## config.mk

```make
export PLATFORM = sky130hd
export DESIGN_NAME = gpio_bank_interrupt_registers
export DESIGN_NICKNAME = d
export VERILOG_FILES = /design/src/rtl/gbir_pkg.sv /design/src/rtl/gbir_pin_store.sv /design/src/rtl/gpio_bank_interrupt_registers.sv
export SDC_FILE = /design/constraint.sdc
export NUM_CORES = 2
export LEC_CHECK = 0
export BUFFER_PORTS_ARGS = -buffer_cell sky130_fd_sc_hd__buf_2
export CAP_MARGIN = 20
export CELL_PAD_IN_SITES_DETAIL_PLACEMENT = 0
export CELL_PAD_IN_SITES_GLOBAL_PLACEMENT = 1
export CORE_MARGIN = 2
export CORE_UTILIZATION = 30
export DETAILED_ROUTE_END_ITERATION = 8
export PLACE_DENSITY = 0.55
export SYNTH_ARGS = -nofsm -noshare
export SYNTH_HDL_FRONTEND = slang
export SYNTH_SLANG_ARGS = --single-unit
```

## constraint.sdc

```tcl
create_clock -name clk -period 8.8 [get_ports clk]
set_input_delay 1.76 -clock clk [delete_from_list [all_inputs] [get_ports clk]]
set_output_delay 1.76 -clock clk [all_outputs]
set_load 0.01 [all_outputs]
```

## src/rtl/gbir_pkg.sv

```systemverilog
// Shared types and constants of the pin bank interrupt register block.
package gbir_pkg;

	localparam int OFF_W      = 12;
	localparam int DATA_W     = 32;
	localparam int PIN_W      = 5;
	localparam int STATUS_W   = 18;
	localparam int FUNC_W     = 5;
	localparam int LEVEL_BIT  = 17;
	localparam int NUM_WORDS  = 4;
	localparam int NIB_W      = 4;
	localparam int NUM_PINS_DEF = 30;

	localparam logic [FUNC_W-1:0] FUNC_SW   = 5'd5;
	localparam logic [FUNC_W-1:0] FUNC_NONE = 5'd31;

	localparam logic [OFF_W-1:0] RAW_BASE = 12'h0F0;
	localparam logic [OFF_W-1:0] REG_LAST = 12'h15C;

	// register groups above the pin slots, 16 bytes each
	localparam logic [2:0] GRP_RAW   = 3'd0;
	localparam logic [2:0] GRP_EN0   = 3'd1;
	localparam logic [2:0] GRP_FRC0  = 3'd2;
	localparam logic [2:0] GRP_STAT0 = 3'd3;
	localparam logic [2:0] GRP_EN1   = 3'd4;
	localparam logic [2:0] GRP_FRC1  = 3'd5;
	localparam logic [2:0] GRP_STAT1 = 3'd6;

	typedef enum logic [1:0] {
		OP_READ  = 2'd0,
		OP_WRITE = 2'd1,
		OP_PIN   = 2'd2
	} op_t;

	typedef enum logic {
		ST_IDLE = 1'b0,
		ST_EXEC = 1'b1
	} st_t;

	typedef struct packed {
		logic st_we;
		logic ct_we;
	} pin_wr_t;

endpackage

```

## src/rtl/gbir_pin_store.sv

```systemverilog
// Per-pin status and control memories with reset-valid bits.
module gbir_pin_store
	import gbir_pkg::*;
#(
	parameter int NUM_PINS = NUM_PINS_DEF,
	localparam int AW = (NUM_PINS > 1) ? $clog2(NUM_PINS) : 1
) (
	input  logic                clk,
	input  logic                arst_n,
	input  logic                rd_en,
	input  logic [AW-1:0]       rd_addr,
	input  pin_wr_t             wr,
	input  logic [AW-1:0]       wr_addr,
	input  logic [STATUS_W-1:0] st_wdata,
	input  logic [DATA_W-1:0]   ct_wdata,
	output logic [STATUS_W-1:0] st_rdata,
	output logic [DATA_W-1:0]   ct_rdata
);

	logic [STATUS_W-1:0] st_mem [NUM_PINS];
	logic [DATA_W-1:0]   ct_mem [NUM_PINS];
	logic [NUM_PINS-1:0] st_vld_q;
	logic [NUM_PINS-1:0] ct_vld_q;
	logic [STATUS_W-1:0] st_rd_s1;
	logic [DATA_W-1:0]   ct_rd_s1;
	logic                st_vld_s1;
	logic                ct_vld_s1;

	always_ff @(posedge clk) begin
		if (wr.st_we) begin
			st_mem[wr_addr] <= st_wdata;
		end
		if (wr.ct_we) begin
			ct_mem[wr_addr] <= ct_wdata;
		end
		if (rd_en) begin
			st_rd_s1 <= st_mem[rd_addr];
			ct_rd_s1 <= ct_mem[rd_addr];
		end
	end

	always_ff @(posedge clk or negedge arst_n) begin
		if (!arst_n) begin
			st_vld_q  <= '0;
			ct_vld_q  <= '0;
			st_vld_s1 <= 1'b0;
			ct_vld_s1 <= 1'b0;
		end else begin
			if (wr.st_we) begin
				st_vld_q[wr_addr] <= 1'b1;
			end
			if (wr.ct_we) begin
				ct_vld_q[wr_addr] <= 1'b1;
			end
			if (rd_en) begin
				st_vld_s1 <= st_vld_q[rd_addr];
				ct_vld_s1 <= ct_vld_q[rd_addr];
			end
		end
	end

	// an entry never written reads as its reset value
	assign st_rdata = st_vld_s1 ? st_rd_s1 : STATUS_W'(FUNC_NONE);
	assign ct_rdata = ct_vld_s1 ? ct_rd_s1 : DATA_W'(FUNC_NONE);

endmodule

```

## src/rtl/gpio_bank_interrupt_registers.sv

```systemverilog
// Top level of the pin bank register block with edge and level interrupts.
// Each accepted word is a bus read, a bus write or a pin level change and
// yields exactly one result word: read data (zero for anything but a read),
// both processor interrupt lines as they stand after the word, and a flag
// for a bus access that hit no register or wrote an interrupt status word.
// The per-pin status and control words live in synchronous memories; the
// accept edge launches the memory read, and the write-back state then
// modifies the entry, writes it back and loads the result register. A new
// word is taken as soon as the previous one has been written back; a result
// left waiting holds the block in its write-back cycle. Memory entries come
// out of reset through valid bits, so no clearing pass is needed.
module gpio_bank_interrupt_registers
	import gbir_pkg::*;
#(
	parameter int NUM_PINS = NUM_PINS_DEF
) (
	input  logic              clk,
	input  logic              arst_n,
	input  logic              in_valid,
	output logic              in_ready,
	input  logic [1:0]        operation,
	input  logic [OFF_W-1:0]  offset,
	input  logic [DATA_W-1:0] write_data,
	input  logic [PIN_W-1:0]  pin,
	input  logic              level,
	output logic              out_valid,
	input  logic              out_ready,
	output logic [DATA_W-1:0] read_data,
	output logic              irq_proc0,
	output logic              irq_proc1,
	output logic              bad_offset
);

	localparam int AW = (NUM_PINS > 1) ? $clog2(NUM_PINS) : 1;
	localparam int SEL_W = OFF_W - 3;
	localparam logic [SEL_W-1:0] NP_SEL = SEL_W'(NUM_PINS);

	st_t state_q, state_d;

	// captured word
	op_t               op_q;
	logic [OFF_W-1:0]  off_q;
	logic [DATA_W-1:0] data_q;
	logic [PIN_W-1:0]  pin_q;
	logic              lvl_q;
	logic [AW-1:0]     addr_q;
	logic              in_range_q;

	// interrupt word registers
	logic [DATA_W-1:0] raw_q  [NUM_WORDS];
	logic [DATA_W-1:0] en0_q  [NUM_WORDS];
	logic [DATA_W-1:0] frc0_q [NUM_WORDS];
	logic [DATA_W-1:0] en1_q  [NUM_WORDS];
	logic [DATA_W-1:0] frc1_q [NUM_WORDS];
	logic [DATA_W-1:0] raw_d  [NUM_WORDS];
	logic [DATA_W-1:0] en0_d  [NUM_WORDS];
	logic [DATA_W-1:0] frc0_d [NUM_WORDS];
	logic [DATA_W-1:0] en1_d  [NUM_WORDS];
	logic [DATA_W-1:0] frc1_d [NUM_WORDS];

	// result register
	logic              out_valid_q;
	logic [DATA_W-1:0] rdata_q;
	logic              irq0_q;
	logic              irq1_q;
	logic              bad_q;

	logic              accept;
	logic              exec_go;
	logic [SEL_W-1:0]  sel;
	logic              sel_in_range;
	pin_wr_t           pin_wr;
	logic [STATUS_W-1:0] st_cur;
	logic [DATA_W-1:0]   ct_cur;
	logic [STATUS_W-1:0] st_wdata;
	logic [DATA_W-1:0]   rd;
	logic                bad;
	logic [OFF_W-1:0]    grp_off;
	logic [2:0]          grp;
	logic [1:0]          idx;
	logic [NIB_W-1:0]    mask;
	logic [NIB_W-1:0]    hit;
	logic                old_lvl;
	logic [NUM_PINS-1:0] pend0;
	logic [NUM_PINS-1:0] pend1;

	// next state
	always_comb begin
		state_d = state_q;
		case (state_q)
			ST_IDLE: begin
				if (in_valid) begin
					state_d = ST_EXEC;
				end
			end
			ST_EXEC: begin
				if (!out_valid_q || out_ready) begin
					state_d = ST_IDLE;
				end
			end
			default: state_d = ST_IDLE;
		endcase
	end

	// control outputs of the sequencer
	always_comb begin
		in_ready = 1'b0;
		exec_go  = 1'b0;
		case (state_q)
			ST_IDLE: in_ready = 1'b1;
			ST_EXEC: exec_go  = !out_valid_q || out_ready;
			default: ;
		endcase
	end

	assign accept = in_valid && in_ready;

	// slot number: from the offset for bus words, from the pin field otherwise
	assign sel = (operation == OP_PIN) ? SEL_W'(pin) : offset[OFF_W-1:3];
	assign sel_in_range = sel < NP_SEL;

	always_ff @(posedge clk or negedge arst_n) begin
		if (!arst_n) begin
			state_q <= ST_IDLE;
		end else begin
			state_q <= state_d;
		end
	end

	// hold the word for its write-back cycle
	always_ff @(posedge clk) begin
		if (accept) begin
			op_q       <= op_t'(operation);
			off_q      <= offset;
			data_q     <= write_data;
			pin_q      <= pin;
			lvl_q      <= level;
			addr_q     <= sel[AW-1:0];
			in_range_q <= sel_in_range;
		end
	end

	gbir_pin_store #(
		.NUM_PINS (NUM_PINS)
	) u_store (
		.clk      (clk),
		.arst_n   (arst_n),
		.rd_en    (accept),
		.rd_addr  (sel[AW-1:0]),
		.wr       (pin_wr),
		.wr_addr  (addr_q),
		.st_wdata (st_wdata),
		.ct_wdata (data_q),
		.st_rdata (st_cur),
		.ct_rdata (ct_cur)
	);

	assign grp_off = off_q - RAW_BASE;
	assign grp     = grp_off[6:4];
	assign idx     = off_q[3:2];
	assign mask    = ct_cur[DATA_W-1 -: NIB_W];
	assign old_lvl = st_cur[LEVEL_BIT];

	// latch conditions: level low, level high, falling edge, rising edge
	assign hit = {mask[3] && !old_lvl && lvl_q,
		mask[2] && old_lvl && !lvl_q,
		mask[1] && lvl_q,
		mask[0] && !lvl_q};

	// modify: decode the word against the register map
	always_comb begin
		rd       = '0;
		bad      = 1'b0;
		pin_wr   = '0;
		st_wdata = st_cur;
		raw_d    = raw_q;
		en0_d    = en0_q;
		frc0_d   = frc0_q;
		en1_d    = en1_q;
		frc1_d   = frc1_q;
		case (op_q)
			OP_READ, OP_WRITE: begin
				if (off_q < RAW_BASE) begin
					if (!in_range_q) begin
						bad = 1'b1;
					end else if (off_q[2:0] == 3'd0) begin
						// status is read only; writes drop silently
						if (op_q == OP_READ) begin
							rd = DATA_W'(st_cur);
						end
					end else if (op_q == OP_WRITE) begin
						pin_wr.ct_we = exec_go;
						if (data_q[FUNC_W-1:0] == FUNC_SW) begin
							pin_wr.st_we = exec_go;
							st_wdata = {st_cur[STATUS_W-1:FUNC_W], FUNC_SW};
						end
					end else begin
						rd = ct_cur;
					end
				end else if (off_q[1:0] != 2'd0 || off_q > REG_LAST) begin
					bad = 1'b1;
				end else begin
					case (grp)
						GRP_RAW: begin
							if (op_q == OP_WRITE) begin
								raw_d[idx] = raw_q[idx] & ~data_q;
							end else begin
								rd = raw_q[idx];
							end
						end
						GRP_EN0: begin
							if (op_q == OP_WRITE) begin
								en0_d[idx] = data_q;
							end else begin
								rd = en0_q[idx];
							end
						end
						GRP_FRC0: begin
							if (op_q == OP_WRITE) begin
								frc0_d[idx] = data_q;
							end else begin
								rd = frc0_q[idx];
							end
						end
						GRP_STAT0: begin
							if (op_q == OP_WRITE) begin
								bad = 1'b1;
							end else begin
								rd = raw_q[idx] & en0_q[idx];
							end
						end
						GRP_EN1: begin
							if (op_q == OP_WRITE) begin
								en1_d[idx] = data_q;
							end else begin
								rd = en1_q[idx];
							end
						end
						GRP_FRC1: begin
							if (op_q == OP_WRITE) begin
								frc1_d[idx] = data_q;
							end else begin
								rd = frc1_q[idx];
							end
						end
						GRP_STAT1: begin
							if (op_q == OP_WRITE) begin
								bad = 1'b1;
							end else begin
								rd = raw_q[idx] & en1_q[idx];
							end
						end
						default: bad = 1'b1;
					endcase
				end
			end
			OP_PIN: begin
				if (in_range_q) begin
					pin_wr.st_we = exec_go;
					st_wdata[LEVEL_BIT] = lvl_q;
					// only a pin under software control latches interrupts
					if (ct_cur[FUNC_W-1:0] == FUNC_SW) begin
						raw_d[pin_q[4:3]] = raw_q[pin_q[4:3]] |
							(DATA_W'(hit) << {pin_q[2:0], 2'b00});
					end
				end
			end
			default: ;
		endcase
	end

	// per-pin pending terms on the updated words, then one OR per processor
	for (genvar g = 0; g < NUM_PINS; g++) begin : g_pend
		localparam int W = g / 8;
		localparam int N = (g % 8) * NIB_W;
		assign pend0[g] = (|raw_d[W][N +: NIB_W]) && (|en0_d[W][N +: NIB_W]);
		assign pend1[g] = (|raw_d[W][N +: NIB_W]) && (|en1_d[W][N +: NIB_W]);
	end

	always_ff @(posedge clk or negedge arst_n) begin
		if (!arst_n) begin
			for (int k = 0; k < NUM_WORDS; k++) begin
				raw_q[k]  <= '0;
				en0_q[k]  <= '0;
				frc0_q[k] <= '0;
				en1_q[k]  <= '0;
				frc1_q[k] <= '0;
			end
		end else if (exec_go) begin
			raw_q  <= raw_d;
			en0_q  <= en0_d;
			frc0_q <= frc0_d;
			en1_q  <= en1_d;
			frc1_q <= frc1_d;
		end
	end

	// result register: load on write-back, drop once taken
	always_ff @(posedge clk or negedge arst_n) begin
		if (!arst_n) begin
			out_valid_q <= 1'b0;
		end else if (exec_go) begin
			out_valid_q <= 1'b1;
		end else if (out_ready) begin
			out_valid_q <= 1'b0;
		end
	end

	always_ff @(posedge clk) begin
		if (exec_go) begin
			rdata_q <= rd;
			irq0_q  <= |pend0;
			irq1_q  <= |pend1;
			bad_q   <= bad;
		end
	end

	assign out_valid  = out_valid_q;
	assign read_data  = rdata_q;
	assign irq_proc0  = irq0_q;
	assign irq_proc1  = irq1_q;
	assign bad_offset = bad_q;

`ifndef NO_ASSERTIONS
	a_rise_after_exec: assert property (@(posedge clk) disable iff (!arst_n)
		$rose(out_valid_q) |-> $past(state_q == ST_EXEC))
		else $error("result appeared without a write-back cycle");

	a_bad_reads_zero: assert property (@(posedge clk) disable iff (!arst_n)
		out_valid_q |-> !(bad_q && rdata_q != '0))
		else $error("flagged access returned nonzero data");

	a_nonread_zero: assert property (@(posedge clk) disable iff (!arst_n)
		(exec_go && op_q != OP_READ) |=> rdata_q == '0)
		else $error("non-read word returned data");

	a_mem_write_exec: assert property (@(posedge clk) disable iff (!arst_n)
		(pin_wr.st_we || pin_wr.ct_we) |-> (state_q == ST_EXEC && in_range_q))
		else $error("pin memory written outside write-back");

	a_result_not_lost: assert property (@(posedge clk) disable iff (!arst_n)
		(out_valid_q && !out_ready) |=> (out_valid_q && $stable(rdata_q)))
		else $error("waiting result dropped or changed");
`endif

endmodule
```

==> impl_metrics.yaml <==
setup_path:
  cp_slowest_stage_delay_ns: 0.93
  cp_max_fo: 95
  worstSetupStartpointType: "input port"
  cpMaxStageDelayCell: "o21ai_0"
  path_class: "in -> reg"
  crit_chain: "buf_2 > nor2b_2 > mux2i_4 > inv_8 > buf_4 > nand2_1 > nand3_1 > a21oi_1 > a31oi_1 > o21ai_0 > a21oi_1"
  crit_required_ns: 9.39
  crit_arrival_ns: 6.23
  crit_top_cell: "a21oi_1"
  cp-end-kind: "flip-flop"
power_and_ir_drop:
  ir_worst_vdd_mv: 0.140
  p_leak_nw: 44.4
  powerDensity_nw_per_um2: 236
clock_tree:
  cts_tree: "yes"
  cts.sinks: 2347
  numCtsBuffers: 273
  cts_max_level: 5
  cts_root_buf: "clkbuf_16"
  cts_resized: 0
  insertion_delay_ns: 0.91
  postCtsSetupRepairBufs: 0
  clockBufferDepth: 4
  clk_pin_slew_ns: 0.05
  holdBufCountCts: 0
sta:
  drv_slew: 0
  clock_skew_ns: 0.0510
  rsz0062_at_grt: "false"
  tightest_slew_ns: 1.26
  fin_crit_ns: 5.64
  hold_violations: 0
  fmax_ghz: 0.177
  period_share_pct: 64.1
  relSlewSlack_pct: 15.0
  tns_ns: 0
  setup_violations: 0
  layout_setup_ws_ns: 3.16
finish:
  layout.nets: 8351
  syn_to_final_growth_pct: 15.1
  layoutNonFillerInstCount: 13100
  drive_gt1_share_pct: 20.0
  nFillCells: 33400
die:
  start_util_pct: 30.1
  die_h_um: 590
  row_count: 215
  die_w_um: 590
  core_area_sq_um: 342000
  io-pin-count: 93
  die_area_sq_um: 348000
drt:
  first_pass_iters: 6
  vias: 72100
  wire_per_inst_um: 29.9
  drc: 0
  dr.first_iter.drc_count: 7399
  via_per_inst: 5.50
  drt-total-wl_um: 391000
  detail-route-antenna-nets: 0
logic_synthesis:
  avgSynthCellArea_sq_um: 12.5
  synthFlopType: "edfxtp_1"
  ys_warn_count: 0
  syn-num-nets: 8310
  yosysSeqAreaShare_pct: 65.0
  async_flop_share_pct: 30.0
  ys_types: 96
  syn_area_sq_um: 103000
  synthCells: 8252
  ys_ff_latch: 2347
  synth_edf_count: 1643
grt:
  antenna_found_initial: 29
  grt_overflow: 0
  grt_max_degree: 161
  first_global_vias: 69900
  track_usage_pct: 22.0
  grt_first_pass_wirelength_um: 553000
job:
  drv_cap: 0
place:
  dp_hpwl_um: 244000
  place_congestion: 0.958
  dp.cells: 12600
  port-buffer-count: 92
  place_ws_ns: 2.38
run_status:
  outcome: "complete, no violations"
worst_hold_path:
  hp-class: "reg -> reg"
## worst max-delay path: cells and delay by family
family                 cells  cell delay [ns]
AND/OR/NAND/NOR            3             1.01
AO/OA/AOI/OAI              4             1.47
buffers and inverters      3             1.02
multiplexers               1             0.78
## cell usage after synthesis (7+ instances only)
cell type	count	area, sq um
nand2_1	1758	6600
edfxtp_1	1643	49300
nand3_1	742	3710
dfrtp_1	704	17600
mux2_2	509	5730
clkbuf_1	467	1750
a21oi_1	358	1790
o21ai_0	284	1420
nor2_1	249	935
mux4_2	206	4640
a31oi_1	156	976
nor4_1	99	619
a311oi_1	90	788
buf_2	83	415
or2_2	68	425
and3_1	64	400
mux2i_1	61	611
buf_1	58	218
a22o_1	54	473
nor3_1	52	260
a22oi_1	50	375
a211oi_1	39	293
nand4_1	36	225
and2_1	29	181
nor2b_1	29	181
a21o_1	25	188
o22ai_1	24	150
nand2b_1	23	144
inv_1	18	67.6
o211ai_1	18	135
o211a_1	15	150
or4_1	14	105
a221oi_1	13	114
o41ai_1	13	114
a222oi_1	12	120
o221ai_1	12	105
o32ai_1	12	105
o31ai_1	11	82.6
a221o_1	9	90.1
o2111ai_1	8	70.1
buf_4	7	52.6
buf_6	7	78.8
## per-stage QoR
step	utilization (%)	instance area (sq um)	power, mW	hold slack, ns
after global placement	32.0	110000	16.9	0.446
after CTS	34.6	118000	28.1	0.460
after global routing	34.6	118000	28.8	0.463
after detailed placement	32.1	110000	16.9	0.447
final	34.6	119000	28.0	0.463
after floorplan	-	103000	14.8	0.434
## cell usage in the layout, fill, tap and decap left out, types with 90 or more instances in the layout
master,synthesis,layout
nand2_1,1758,1756
edfxtp_1,1643,1643
nand3_1,742,738
dfrtp_1,704,704
mux2_2,509,508
a21oi_1,358,358
o21ai_0,284,282
clkbuf_16,0,282
buf_4,7,268
mux4_2,206,206
nor2_1,249,180
a31oi_1,156,155
nor4_1,99,96
buf_2,83,93
a311oi_1,90,90
## state kept, by name, summed over array words and instances, names as in the netlist, 128 cells and up
name            flops
u_store.ct_mem    960
en0_q             128
raw_q             128
frc1_q            128
frc0_q            128
en1_q             128
u_store.st_mem    540
## final cells by class
type / instances / area [sq um] / area share (%)
clock inverter: 105 / 1010 / 0.854
multi-input combinational: 5260 / 34000 / 28.7
antenna: 30 / 75.1 / 0.0633
inverter: 23 / 119 / 0.100
sequential: 2347 / 67000 / 56.5
tap: 4557 / 5700 / 4.81
clock buffer: 382 / 7640 / 6.45
timing repair buffer: 388 / 3000 / 2.53
## final timing paths
| path | from | endpoint | slack (ns) | depth (start not counted) |
|---|---|---|---|---|
| setup / recovery | operation[0] | u_store.st_rd_s1[14]$_DFFE_PP_ | 3.16 | 11 |
| hold / removal | u_store.st_vld_q[25]$_DFFE_PN0P_ | u_store.st_vld_q[25]$_DFFE_PN0P_ | 0.46 | 1 |
| setup reg to reg | off_q[8]$_DFFE_PP_ | u_store.ct_mem[7][30]$_DFFE_PP_ | 3.31 | 7 |
| hold reg to reg | u_store.st_vld_q[25]$_DFFE_PN0P_ | u_store.st_vld_q[25]$_DFFE_PN0P_ | 0.46 | 1 |
| max in group asynchronous | arst_n | frc0_q[45]$_DFFE_PN0P_ | 6.12 | 3 |
| min in group asynchronous | arst_n | raw_q[104]$_DFFE_PN0P_ | 0.89 | 1 |
## kinds of logic after synthesis
kind of cell	Yosys count	share of synthesized area, %
buffers and inverters	645	2.53
AND/OR/NAND/NOR	3215	13.9
adder cells (fa/ha/maj)	2	0.0243
flip-flops	2347	65.0
AO/OA/AOI/OAI	1267	7.90
multiplexers	776	10.7
## report_power, final
group | switching, mW | internal [mW]
Combinational | 3.00 | 0.848
Sequential | 0.387 | 12.5
Clock | 4.69 | 6.54
Total | 8.07 | 19.9
## routing by layer
metal	vias up	GRT usage, %	part of all wire (%)
met1	37700	29.9	43
met3	675	3.73	6.7
li1	30900	-	-
met5	-	0	0.0066
met2	2828	34.6	46
met4	4	9.54	4.8
No activity file was read; power rests on OpenSTA's default activity.
